<file path="config.mk">
export PLATFORM = sky130hd
export DESIGN_NAME = circular_deque
export DESIGN_NICKNAME = d
export VERILOG_FILES = /design/src/rtl/cdq_pkg.sv /design/src/rtl/cdq_cell.sv /design/src/rtl/circular_deque.sv
export SDC_FILE = /design/constraint.sdc
export NUM_CORES = 1
export LEC_CHECK = 0
export ABC_CLOCK_PERIOD_IN_PS = 12730
export BUFFER_PORTS_ARGS = -buffer_cell sky130_fd_sc_hd__buf_2
export CORE_MARGIN = 10
export CORE_UTILIZATION = 50
export DETAILED_ROUTE_END_ITERATION = 8
export GPL_ROUTABILITY_DRIVEN = 0
export PLACE_DENSITY = 0.66
export SETUP_SLACK_MARGIN = 0.1
export SLEW_MARGIN = 15
export SYNTH_ARGS = -nofsm -noshare
export SYNTH_HDL_FRONTEND = slang
export SYNTH_SLANG_ARGS = --single-unit
</file>
<file path="constraint.sdc">
create_clock -name clock -period 12.73 [get_ports clock]
set_input_delay 0.6365 -clock clock [delete_from_list [all_inputs] [get_ports clock]]
set_output_delay 0.6365 -clock clock [all_outputs]
set_load 0.03 [all_outputs]
</file>
<file path="src/rtl/cdq_pkg.sv">
// ----------------------------------------------------------------------------
// cdq_pkg
// Shared types and constants for the circular deque and its storage cells.
// ----------------------------------------------------------------------------
package cdq_pkg;

   // number of entries in the row of cells
   localparam int DEPTH = 16;
   // occupancy width, able to hold DEPTH itself
   localparam int CNT_W = $clog2(DEPTH + 1);
   // word width
   localparam int DATA_W = 32;
   // operation code width
   localparam int OP_W = 3;

   // operation codes
   typedef enum logic [OP_W-1:0] {
      OP_PUSH_BACK  = 3'd0,
      OP_PUSH_FRONT = 3'd1,
      OP_POP_FRONT  = 3'd2,
      OP_POP_BACK   = 3'd3,
      OP_CLEAR      = 3'd4
   } op_type;

   // per-cycle command broadcast to every cell, at most one bit set
   typedef struct packed {
      logic push_back;
      logic push_front;
      logic pop_front;
      logic pop_back;
      logic clear;
   } cell_ctl_type;

endpackage

</file>
<file path="src/rtl/cdq_cell.sv">
// ----------------------------------------------------------------------------
// cdq_cell
// One storage cell of the deque row. Holds a word and a valid bit; shifts
// towards either neighbour, loads a new back word, drops the back word or clears.
// ----------------------------------------------------------------------------
module cdq_cell (
   input  logic                              clock,
   input  logic                              reset,
   input  cdq_pkg::cell_ctl_type             ctl,
   input  logic signed [cdq_pkg::DATA_W-1:0] push_value,
   input  logic                              left_valid,
   input  logic signed [cdq_pkg::DATA_W-1:0] left_data,
   input  logic                              right_valid,
   input  logic signed [cdq_pkg::DATA_W-1:0] right_data,
   output logic                              valid,
   output logic signed [cdq_pkg::DATA_W-1:0] data,
   output logic signed [cdq_pkg::DATA_W-1:0] tail_data
);

   logic                              valid_ff;
   logic                              valid_in;
   logic signed [cdq_pkg::DATA_W-1:0] data_ff;
   logic signed [cdq_pkg::DATA_W-1:0] data_in;
   logic                              is_tail;

   // this cell holds the back entry when its right neighbour is empty
   assign is_tail = valid_ff & ~right_valid;

   // next contents of the cell
   always_comb begin
      valid_in = valid_ff;
      data_in  = data_ff;
      if (ctl.clear) begin
         valid_in = 1'b0;
      end else if (ctl.push_front) begin
         valid_in = left_valid;
         data_in  = left_data;
      end else if (ctl.pop_front) begin
         valid_in = right_valid;
         data_in  = right_data;
      end else if (ctl.push_back) begin
         if (left_valid && !valid_ff) begin
            valid_in = 1'b1;
            data_in  = push_value;
         end
      end else if (ctl.pop_back) begin
         if (is_tail) begin
            valid_in = 1'b0;
         end
      end
   end

   // valid bit
   always_ff @(posedge clock) begin
      if (reset) begin
         valid_ff <= 1'b0;
      end else begin
         valid_ff <= valid_in;
      end
   end

   // word storage, no reset needed
   always_ff @(posedge clock) begin
      data_ff <= data_in;
   end

   assign valid     = valid_ff;
   assign data      = data_ff;
   assign tail_data = is_tail ? data_ff : '0;

endmodule

</file>
<file path="src/rtl/circular_deque.sv">
// ----------------------------------------------------------------------------
// circular_deque
// Double-ended queue of signed words kept as a row of cells, front at cell 0.
// ----------------------------------------------------------------------------
//
//   channel | ports                                    | direction
//   --------+------------------------------------------+----------
//   request | req_valid req_ready req_op req_push_value | in
//   response| rsp_valid rsp_ready rsp_ok rsp_pop_value  | out
//           | rsp_is_empty rsp_is_full rsp_occupancy    |
//
// One request beat is taken per cycle unless a stalled response holds the
// result register; its response beat appears there on the following cycle.
// The cell row and counter are updated together when a request is taken.
// A stalled response blocks only when the result register is still occupied
// and rsp_ready is low; a beat is taken in the same cycle the old one leaves.
// Reset clears the cell valid bits, the counter and the result valid bit;
// the stored words and the result payload are not cleared.
// ----------------------------------------------------------------------------
module circular_deque (
   input  logic                               clock,
   input  logic                               reset,
   input  logic                               req_valid,
   output logic                               req_ready,
   input  logic [cdq_pkg::OP_W-1:0]           req_op,
   input  logic signed [cdq_pkg::DATA_W-1:0]  req_push_value,
   output logic                               rsp_valid,
   input  logic                               rsp_ready,
   output logic                               rsp_ok,
   output logic signed [cdq_pkg::DATA_W-1:0]  rsp_pop_value,
   output logic                               rsp_is_empty,
   output logic                               rsp_is_full,
   output logic [cdq_pkg::CNT_W-1:0]          rsp_occupancy
);

   localparam logic [cdq_pkg::CNT_W-1:0] FULL_CNT = cdq_pkg::CNT_W'(cdq_pkg::DEPTH);

   logic                              accept;
   logic                              full;
   logic                              empty;
   logic                              ok;
   logic signed [cdq_pkg::DATA_W-1:0] pop_value;
   logic signed [cdq_pkg::DATA_W-1:0] back_value;
   cdq_pkg::cell_ctl_type             ctl;

   logic [cdq_pkg::CNT_W-1:0]         count_ff;
   logic [cdq_pkg::CNT_W-1:0]         count_in;

   logic                              rsp_valid_ff;
   logic                              rsp_ok_ff;
   logic signed [cdq_pkg::DATA_W-1:0] rsp_pop_value_ff;
   logic [cdq_pkg::CNT_W-1:0]         rsp_occupancy_ff;

   logic                              cell_valid [cdq_pkg::DEPTH];
   logic signed [cdq_pkg::DATA_W-1:0] cell_data  [cdq_pkg::DEPTH];
   logic signed [cdq_pkg::DATA_W-1:0] cell_tail  [cdq_pkg::DEPTH];

   // handshake: the result register frees up as its beat leaves
   assign req_ready = ~rsp_valid_ff | rsp_ready;
   assign accept    = req_valid & req_ready;

   assign full  = (count_ff == FULL_CNT);
   assign empty = (count_ff == '0);

   // operation decode, refusal and next count
   always_comb begin
      ctl      = '0;
      ok       = 1'b0;
      count_in = count_ff;
      unique case (cdq_pkg::op_type'(req_op))
         cdq_pkg::OP_PUSH_BACK: begin
            ok            = ~full;
            ctl.push_back = accept & ~full;
            if (!full) count_in = count_ff + 1'b1;
         end
         cdq_pkg::OP_PUSH_FRONT: begin
            ok             = ~full;
            ctl.push_front = accept & ~full;
            if (!full) count_in = count_ff + 1'b1;
         end
         cdq_pkg::OP_POP_FRONT: begin
            ok            = ~empty;
            ctl.pop_front = accept & ~empty;
            if (!empty) count_in = count_ff - 1'b1;
         end
         cdq_pkg::OP_POP_BACK: begin
            ok           = ~empty;
            ctl.pop_back = accept & ~empty;
            if (!empty) count_in = count_ff - 1'b1;
         end
         cdq_pkg::OP_CLEAR: begin
            ok        = 1'b1;
            ctl.clear = accept;
            count_in  = '0;
         end
         default: begin
            ok = 1'b0;
         end
      endcase
   end

   // row of cells, front entry in cell 0
   genvar gi;
   generate
      for (gi = 0; gi < cdq_pkg::DEPTH; gi++) begin : g_cell
         logic                              lv;
         logic signed [cdq_pkg::DATA_W-1:0] ld;
         logic                              rv;
         logic signed [cdq_pkg::DATA_W-1:0] rd;

         if (gi == 0) begin : g_first
            assign lv = 1'b1;
            assign ld = req_push_value;
         end else begin : g_mid_l
            assign lv = cell_valid[gi-1];
            assign ld = cell_data[gi-1];
         end

         if (gi == cdq_pkg::DEPTH - 1) begin : g_last
            assign rv = 1'b0;
            assign rd = '0;
         end else begin : g_mid_r
            assign rv = cell_valid[gi+1];
            assign rd = cell_data[gi+1];
         end

         cdq_cell u_cell (
            .clock       (clock),
            .reset       (reset),
            .ctl         (ctl),
            .push_value  (req_push_value),
            .left_valid  (lv),
            .left_data   (ld),
            .right_valid (rv),
            .right_data  (rd),
            .valid       (cell_valid[gi]),
            .data        (cell_data[gi]),
            .tail_data   (cell_tail[gi])
         );
      end
   endgenerate

   // back word: only the tail cell drives a non-zero value
   always_comb begin
      back_value = '0;
      for (int i = 0; i < cdq_pkg::DEPTH; i++) begin
         back_value = back_value | cell_tail[i];
      end
   end

   // popped word, zero unless a pop succeeds
   always_comb begin
      pop_value = '0;
      if (ctl.pop_front) pop_value = cell_data[0];
      else if (ctl.pop_back) pop_value = back_value;
   end

   // occupancy counter
   always_ff @(posedge clock) begin
      if (reset) begin
         count_ff <= '0;
      end else if (accept) begin
         count_ff <= count_in;
      end
   end

   // result register control
   always_ff @(posedge clock) begin
      if (reset) begin
         rsp_valid_ff <= 1'b0;
      end else if (accept) begin
         rsp_valid_ff <= 1'b1;
      end else if (rsp_ready) begin
         rsp_valid_ff <= 1'b0;
      end
   end

   // result register payload
   always_ff @(posedge clock) begin
      if (accept) begin
         rsp_ok_ff        <= ok;
         rsp_pop_value_ff <= pop_value;
         rsp_occupancy_ff <= count_in;
      end
   end

   assign rsp_valid     = rsp_valid_ff;
   assign rsp_ok        = rsp_ok_ff;
   assign rsp_pop_value = rsp_pop_value_ff;
   assign rsp_occupancy = rsp_occupancy_ff;
   assign rsp_is_empty  = (rsp_occupancy_ff == '0);
   assign rsp_is_full   = (rsp_occupancy_ff == FULL_CNT);

endmodule

</file>
==> Yosys cells after proc, flatten, opt, wreduce, memory -nomap -nowiden <==
Cells that the tools add are included.
{ "totals": {"reg_bits": 572, "out_inout_bits": 42, "inputBits": 39, "elab_cells": 402} }
{ "op_classes": {"mux": 187, "reduce_logical": 101, "eq_ne": 22, "addsub": 2, "bitwise": 53} }
{ "op_table": {"columns": ["op", "n"], "rows": [
  ["32-bit 2-to-1 mux", 82],
  ["32-bit bitwise OR", 15],
  ["1-bit 2-to-1 mux", 101],
  ["3-bit AND reduction", 30],
  ["4-bit nonzero test", 16],
  ["4-bit by 3-bit inequality test with 1-bit output (second input constant)", 15],
  ["3-bit nonzero test", 16],
  ["1-bit NOT", 19],
  ["1-bit bitwise AND", 18],
  ["1-bit logical AND", 15],
  ["1-bit zero test", 15],
  ["5-bit case mux with 3 select lines", 1],
  ["5-bit == test (second input constant)", 2],
  ["5-bit zero test", 2],
  ["5-bit 2-to-1 mux", 2],
  ["3-bit by 2-bit == test with 1-bit output (second input constant)", 2],
  ["2-bit OR reduction", 3],
  ["5-bit by 1-bit adder with 5-bit output (second input constant)", 1],
  ["5-bit by 1-bit subtractor with 5-bit output (second input constant)", 1],
  ["2-bit AND reduction", 2],
  ["3-bit by 1-bit == test with 1-bit output (second input constant)", 1],
  ["3-bit == test (second input constant)", 1],
  ["3-bit zero test", 1],
  ["3-bit inequality test (second input constant)", 1],
  ["other kinds (3)", 3]
]} }

==> Depth between registers and ports, before layout <==
Gate-level depths: netlist of the first run.
{ "depth": {"ltp_word": 20, "depth_mapped": 10, "depth_no_buf": 7} }

==> By module <==
Synthesis of the first run repeated with hierarchy kept, for this count alone.
{ "unflattened": {"cells_unflattened": 3336, "hier_area_um2": 34638.2} }
{ "modules_own_cells": {"columns": ["module", "cells_each", "area_per_inst_um2", "seq_area_each_um2", "n_inst"], "rows": [
  ["cdq_cell", 188, 1970.6, 980.9, 16],
  ["circular_deque", 328, 3108.0, 1261.2, 1]
]} }

==> Worst setup path after synthesis of the first run <==
No wires, ideal clock.
{ "synth_timing": {"path_type": "flip-flop to flip-flop", "start": "register count_ff[0] in the netlist's numbering", "end": "register g_cell[0].u_cell.data_ff (netlist bit g_cell[0].u_cell.data[0]), enable pin", "setup_slack_ns": 8.745, "arrival_ns": 3.553, "setup_time_ns": 0.432, "required_ns": 12.298, "path_stages_with_launch": 11, "path_buffers": 3, "synth_period_minus_slack_ns": 3.985, "path_cell_list": "dfxtp_1 > inv_1 > ha_1 > nor4b_4 > or2_1 > buf_2 > nor3_2 > buf_2 > buf_2 > nor2_1 > a21oi_1"} }
{ "synth_between": {"elab_chain_len": 6, "word_cells_on_any_way": 12, "classes_between": "2 x eq/ne; 3 x mux; 4 x bitwise; 3 x reduce/logical"} }
{ "synth_lines": {"columns": ["item", "line_no", "text"], "rows": [
  ["start: declaration", "circular_deque.sv:46", "logic [cdq_pkg::CNT_W-1:0] count_ff;"],
  ["start signal: assignment", "circular_deque.sv:163", "count_ff <= count_in;"],
  ["5-bit == test or 5-bit zero test (tied branches)", "circular_deque.sv:62, circular_deque.sv:63", null],
  ["1-bit NOT, on equally long branches", "circular_deque.sv:73, circular_deque.sv:78, circular_deque.sv:83", null],
  ["1-bit bitwise AND, on equally long branches", "circular_deque.sv:73, circular_deque.sv:78, circular_deque.sv:83", null],
  ["1-bit 2-to-1 mux", "circular_deque.sv:70", "unique case (cdq_pkg::op_type'(req_op))"],
  ["3-bit inequality test (no source line) or 3-bit nonzero test (tied branches)", null, null],
  ["3-bit AND reduction (no source line) *", null, null],
  ["end signal: assignment", "cdq_cell.sv:64", "data_ff <= data_in;"],
  ["end: declaration", "cdq_cell.sv:22", "logic signed [cdq_pkg::DATA_W-1:0] data_ff;"]
]} }
Mark *: on every way between the ends. The rest lies on a longest branch, timed or not.
A chain may end at the register's enable or synchronous reset.

==> Worst setup path in the final report of the first run <==
{ "layout_timing": {"start": "register count_ff[0] in the netlist's numbering", "end": "register g_cell[8].u_cell.data_ff (netlist bit g_cell[8].u_cell.data[20]), enable pin"} }
{ "layout_between": {"elab_chain_len": 6, "word_cells_on_any_way": 12, "classes_between": "1 x eq/ne; 3 x mux; 4 x bitwise; 4 x reduce/logical"} }
{ "layout_lines": {"columns": ["item", "line_no"], "rows": [
  ["5-bit == test or 5-bit zero test (tied branches)", "circular_deque.sv:62, circular_deque.sv:63"],
  ["1-bit NOT, on equally long branches", "circular_deque.sv:73, circular_deque.sv:78, circular_deque.sv:83"],
  ["1-bit bitwise AND, on equally long branches", "circular_deque.sv:73, circular_deque.sv:78, circular_deque.sv:83"],
  ["1-bit 2-to-1 mux", "circular_deque.sv:70"],
  ["3-bit nonzero test (no source line)", null],
  ["3-bit AND reduction (no source line) *", null],
  ["end signal: assignment", "cdq_cell.sv:64"],
  ["end: declaration", "cdq_cell.sv:22"]
]} }
Marked as above.

==> results of run 1 <==
## power by group
part | internal [mW] | switching [mW]
clock | 1.07 | 0.755
sequential | 2.11 | 0.0267
combinational | 0.164 | 0.260
total | 3.35 | 1.04
## flip-flops by register name, indices dropped and copies added (netlist names)
| register | flops |
|---|---|
| count_ff | 5 |
| g_cell.u_cell.data | 512 |
| g_cell.u_cell.valid | 16 |
| rsp_occupancy | 5 |
| rsp_ok | 1 |
| rsp_pop_value | 32 |
| rsp_valid | 1 |
## routing by layer
layer / routed length (µm) / vias to the layer above / global-route usage (%)
met2: 37900 / 1673 / 37.2
met5: 0 / - / 0
met3: 11200 / 247 / 5.72
met1: 34400 / 10500 / 36.3
li1: - / 8576 / -
met4: 3090 / 0 / 8.65
## cell usage in the layout, fill, tap and decap left out, types with 3 or more instances in the layout
master / instances
edfxtp_1: 550
a221o_1: 448
nand2_1: 127
a22o_1: 125
a221oi_1: 107
buf_2: 80
clkbuf_16: 59
a22oi_1: 57
nand4_1: 42
buf_4: 42
a21o_1: 34
and3_1: 33
nor2_1: 29
nor3_1: 22
dfxtp_1: 21
a21oi_1: 16
nor2_4: 15
nor2b_4: 15
clkinv_2: 14
a211oi_1: 13
clkinv_1: 13
o21ai_0: 12
bufinv_16: 11
inv_1: 9
o31ai_1: 8
clkbuf_1: 8
nand2b_1: 7
or2_2: 7
nor3_2: 3
o21ai_1: 3
o32ai_1: 3
## cells by family after synthesis
family,Yosys count,synth area share (%)
AOI/OAI and AO/OA,844,27.6
DFF,572,60.9
and+or+nand+nor,312,5.59
buffers and inverters,280,5.73
adders and majority gates,2,0.0899
muxes,1,0.0360
## cell type report
class | instances | area (µm²) | share of cell area [%]
clock buffers | 67 | 1510 | 4.98
clock inverters | 42 | 497 | 1.64
inverters | 10 | 37.5 | 0.124
multi-input cells | 1159 | 9540 | 31.6
flip-flops and latches | 572 | 17000 | 56.1
well taps | 748 | 936 | 3.10
repair buffers | 124 | 756 | 2.50
## per-stage QoR
stage               setup slack (ns)  instance area (µm²)
floorplan                       8.75                27800
global placement                7.73                28200
detailed placement              7.66                28200
CTS                             7.70                30200
global route                    7.39                30200
finish                          7.58                30200
## path summary, 6_finish.rpt
path	from	to	slack (ns)
setup / recovery	count_ff[0]	g_cell[8].u_cell.data[20]	7.58
hold / removal	req_push_value[12]	g_cell[0].u_cell.data[12]	0.27
setup reg to reg	count_ff[0]	g_cell[8].u_cell.data[20]	7.58
hold reg to reg	rsp_valid	rsp_valid	0.53
## worst max-delay path, delay by kind of cell, from the launching register on
family / cells / cell delay (ns)
adders and majority gates: 1 / 0.29
buffers and inverters: 4 / 2.36
and+or+nand+nor: 5 / 1.54
DFF: 1 / 0.46
==> results.cfg, run 1 <==
[status]
status = finished clean

[grt]
grt_overflow = 0
grt_pass1_vias = 19300
grt_max_degree = 241
grt_pass1_wl_mm = 128
grt_antenna_before_repair = 1
grt_usage_pct = 25.3

[timing]
tightestPinTransition_ns = 1.17
finalMaxSlewViolations = 0
post-route-period-util_pct = 40.4
fmax_mhz = 194
finClkSkew_ns = 0.0272
setup_violations = 0
rsz0062_at_grt = no
fin_setup_tns_ns = 0
hold_violations = 0
whs_ns = 0.273
fin_crit_ns = 5.15
slew_headroom_pct = 21.8

[yosys]
synth_top_area_share_pct = 59.4
syn_avg_cell_area_um2 = 13.8
ys_seq_elements = 572
ys_seq_area_share_pct = 60.9
synthArstFlopShare_pct = 0
synth.distinct_cells = 56
syn_nets = 2052
synth-edff-count = 550
synthTopCellsByArea = edfxtp_1 59%, a221o_1 16%, a22o_1 3.9%
syn_area_um2 = 27800
synth_commonest_cells = 550 x edfxtp_1, 448 x a221o_1, 137 x clkbuf_1
synth_flop_cell = edfxtp_1
syn-instance-count = 2011
yosysWarningCount = 0
post-synth-top-count-cell = edfxtp_1
synth_top_area_cell = edfxtp_1

[placed_design]
portBuffers = 80
dpl.cell_count = 2613
hpwlAfterDp_mm = 42.4

[routing]
first_pass_iters = 6
viasPerCell = 7.73
ant_nets = 0
routed_wl_mm = 86.5
drc = 0
num_vias = 21000
first_iter_violations = 3764
wl_per_cell_um = 31.8

[final_layout]
nFillCells = 4494
n_antenna_cell = 0
final_cell_count_no_fill = 2722
area_delta_synth_final_pct = 8.65
post-route-util_pct = 54.9
layout.nets = 1967
drive_above_1_share_pct = 13.4

[floorplan]
rows = 86
start_util_pct = 50.5
core_area_um2 = 55100
die_h_um = 256
dieWidth_um = 256
io_pins = 81
dieArea_um2 = 65500

[critical_path]
cpMostUsedCell = buf_4
worst_r2r_path_depth = 10
worst_ep_arrival_time_ns = 5.39
slowest_delay_ns = 0.90
required_ns = 12.98
crit_fanout = 108
critPathLaunchType = flop
setup.worst_path.end_class = flop
worstPathCellList = inv_1 -> ha_1 -> nor4b_4 -> or2_1 -> nor3_4 -> buf_4 -> buf_4 -> nor3_1 -> nor2_4 -> buf_4
slowest_stage = buf_4
crit_type = flop to flop

[cts]
root_buffer = clkbuf_16
post_cts_resized = 0
clock_latency_ns = 0.64
holdBufCountCts = 0
cts.sinks = 572
h-tree-depth = 2
cts_setup_buffers = 0
clk_pin_slew_ns = 0.06
clockBufferDepth = 3
numCtsBuffers = 59
cts_tree = yes

[hold_path]
min_path_cells = 3
hold_class = input pin to flop

[power_and_ir_drop]
p_leak_nw = 10.1
peakVddDrop_mv = 0.108
fin_total_pwr_mw = 4.39
power_density_nw_per_um2 = 145

[run]
cap_violations = 0
No activity file was read; power rests on OpenSTA's default activity.
==> run 2: changes to the inputs <==
--- a/config.mk
+++ b/config.mk
@@ -5,13 +5,13 @@
 export SDC_FILE = /design/constraint.sdc
 export NUM_CORES = 1
 export LEC_CHECK = 0
-export ABC_CLOCK_PERIOD_IN_PS = 12730
+export ABC_CLOCK_PERIOD_IN_PS = 4300
 export BUFFER_PORTS_ARGS = -buffer_cell sky130_fd_sc_hd__buf_2
 export CORE_MARGIN = 10
 export CORE_UTILIZATION = 50
 export DETAILED_ROUTE_END_ITERATION = 8
 export GPL_ROUTABILITY_DRIVEN = 0
-export PLACE_DENSITY = 0.66
+export PLACE_DENSITY = 0.69
 export SETUP_SLACK_MARGIN = 0.1
 export SLEW_MARGIN = 15
 export SYNTH_ARGS = -nofsm -noshare
==> constraint.sdc (replaced) <==
create_clock -name clock -period 4.3 [get_ports clock]
set_input_delay 0.215 -clock clock [delete_from_list [all_inputs] [get_ports clock]]
set_output_delay 0.215 -clock clock [all_outputs]
set_load 0.03 [all_outputs]
==> run 2 against run 1 <==
  * Maximum frequency up 49%
  * Total power grew to 2.9 times the previous value
  * Flip-flop and latch count unchanged
  * Final cell count grew 1.8%
  * Wire length down 1.2%
  * Clock skew fell by 0.0035 ns
  * Design area rose by 1.5%
  * Via count is 0.96% higher
  * Worst setup slack got worse by 6.7 ns
==> results.cfg, run 2 (same netlist as run 1, synthesis figures left out) <==
[cts]
clock_latency_ns = 0.63
clockBufferDepth = 3
post_cts_resized = 0
cts.sinks = 572
cts_tree = yes
clk_pin_slew_ns = 0.06
root_buffer = clkbuf_16
numCtsBuffers = 58
h-tree-depth = 2

[floorplan]
io_pins = 81
core_area_um2 = 55100
dieWidth_um = 256
die_h_um = 256
rows = 86
dieArea_um2 = 65500
start_util_pct = 50.5

[power_and_ir_drop]
p_comb_share_pct = 10.2
peakVddDrop_mv = 0.342
power_density_nw_per_um2 = 415
sw_frac_of_total_pct = 24.3
p_leak_nw = 10.3
p_switching_mw = 3.10
clkPwrFrac_pct = 40.1
p_int_mw = 9.64
p_seq_share_pct = 49.8

[final_layout]
area_delta_synth_final_pct = 10.2
layout_commonest_cell = edfxtp_1
largest_reg_flops = 512
layout.nets = 2014
n_antenna_cell = 0
multi_input_area_um2 = 9540
register_area_um2 = 17000
nFillCells = 4493
final_cell_mix = 550 x edfxtp_1, 448 x a221o_1, 127 x nand2_1
post-route-util_pct = 55.7
drive_above_1_share_pct = 14.0

[routing]
drc = 0
first_pass_iters = 7
wl_per_cell_um = 30.9
first_iter_violations = 3715
top_layer_used = met4
routed_wl_mm = 85.5
ant_nets = 0
wl_met1_mm = 33.5
num_vias = 21200
routed-wl-met2_mm = 38.5
wl_met3_mm = 10.2
viasPerCell = 7.67

[timing]
finClkSkew_ns = 0.0237
setup_violations = 0
fin_crit_ns = 3.46
tightestPinTransition_ns = 1.48
rsz0062_at_grt = no
slew_headroom_pct = 1.43
setup_slack_ns = 0.841
fmax_mhz = 289
hold_violations = 0
finalMaxSlewViolations = 0
post-route-period-util_pct = 80.4
fin_setup_tns_ns = 0

[critical_path]
crit_fanout = 36
setup.worst_path.end_class = flop
worst_ep_arrival_time_ns = 3.77
required_ns = 4.62
crit_type = flop to flop
critPathLaunchType = flop

[grt]
grt_usage_pct = 24.9
grt_antenna_before_repair = 1
grt_max_degree = 252
grt_overflow = 0
grt_pass1_vias = 19800
grt_pass1_wl_mm = 128

[placed_design]
portBuffers = 80
place_ws_ns = 0.929
hpwlAfterDp_mm = 48.2

[hold_path]
hold_class = input pin to flop

[run]
cap_violations = 0

[status]
status = finished clean
-- run 2: through the flow --
step | cells | hold WS [ns] | area [µm²] | power, mW
detailed placement | 2626 | 0.487 | 28400 | 7.70
floorplan | 2011 | 0.344 | 27800 | 7.38
CTS | 2771 | 0.121 | 30700 | 12.7
finish | 2771 | 0.174 | 30700 | 12.7
global route | 2771 | 0.208 | 30700 | 13.1
global placement | 2626 | 0.471 | 28400 | 7.67
-- run 2: metal layers --
metal  vias up  global-route usage (%)
met5         -                       0
met4         0                    9.94
met3       218                    5.49
met2      1640                    37.2
met1     10700                    34.6
li1       8662                       -
-- run 2: power groups by stage --
| stage | Sequential, mW | Clock (mW) | Combinational [mW] |
|---|---|---|---|
| 6_report | 6.34 | 5.10 | 1.29 |
| 5_1_grt | 6.35 | 5.35 | 1.38 |
| 4_1_cts | 6.34 | 5.14 | 1.27 |
| 3_5_place_dp | 6.46 | 0 | 1.24 |
| 3_3_place_gp | 6.46 | 0 | 1.21 |
| 2_1_floorplan | 6.48 | 0 | 0.902 |
-- run 2: layout make-up --
type	count	share of cell area, %
multi-input combinational	1159	31.1
clock buffer	76	5.36
inverter	10	0.122
timing repair buffer	172	4.25
tap	748	3.05
sequential	572	55.3
clock inverter	34	0.812
-- run 2: final timing paths --
check                           slack, ns                   endpoint   startpoint  cells past startpoint
worst min register to register       0.58                count_ff[1]  count_ff[1]                      2
worst max-delay path                 0.84  g_cell[8].u_cell.data[26]  count_ff[0]                      9
worst max register to register       0.84  g_cell[8].u_cell.data[26]  count_ff[0]                      9
worst min-delay path                 0.17     g_cell[5].u_cell.valid    req_op[2]                      4
-- run 2: critical path, cell delays in order, from the launching register on --
cell     delay [ns]
dfxtp_1        0.45
inv_1          0.11
ha_1           0.30
nor4b_4        0.19
or2_1          0.50
nor3_4         0.20
buf_4          0.40
nor3_1         0.15
nor2_4         0.50
buf_12         0.28
-- run 2: repair_timing --
action,in CTS,in global routing
endpoints found under the hold margin,38,0
setup buffers,0,0
hold buffers,35,0
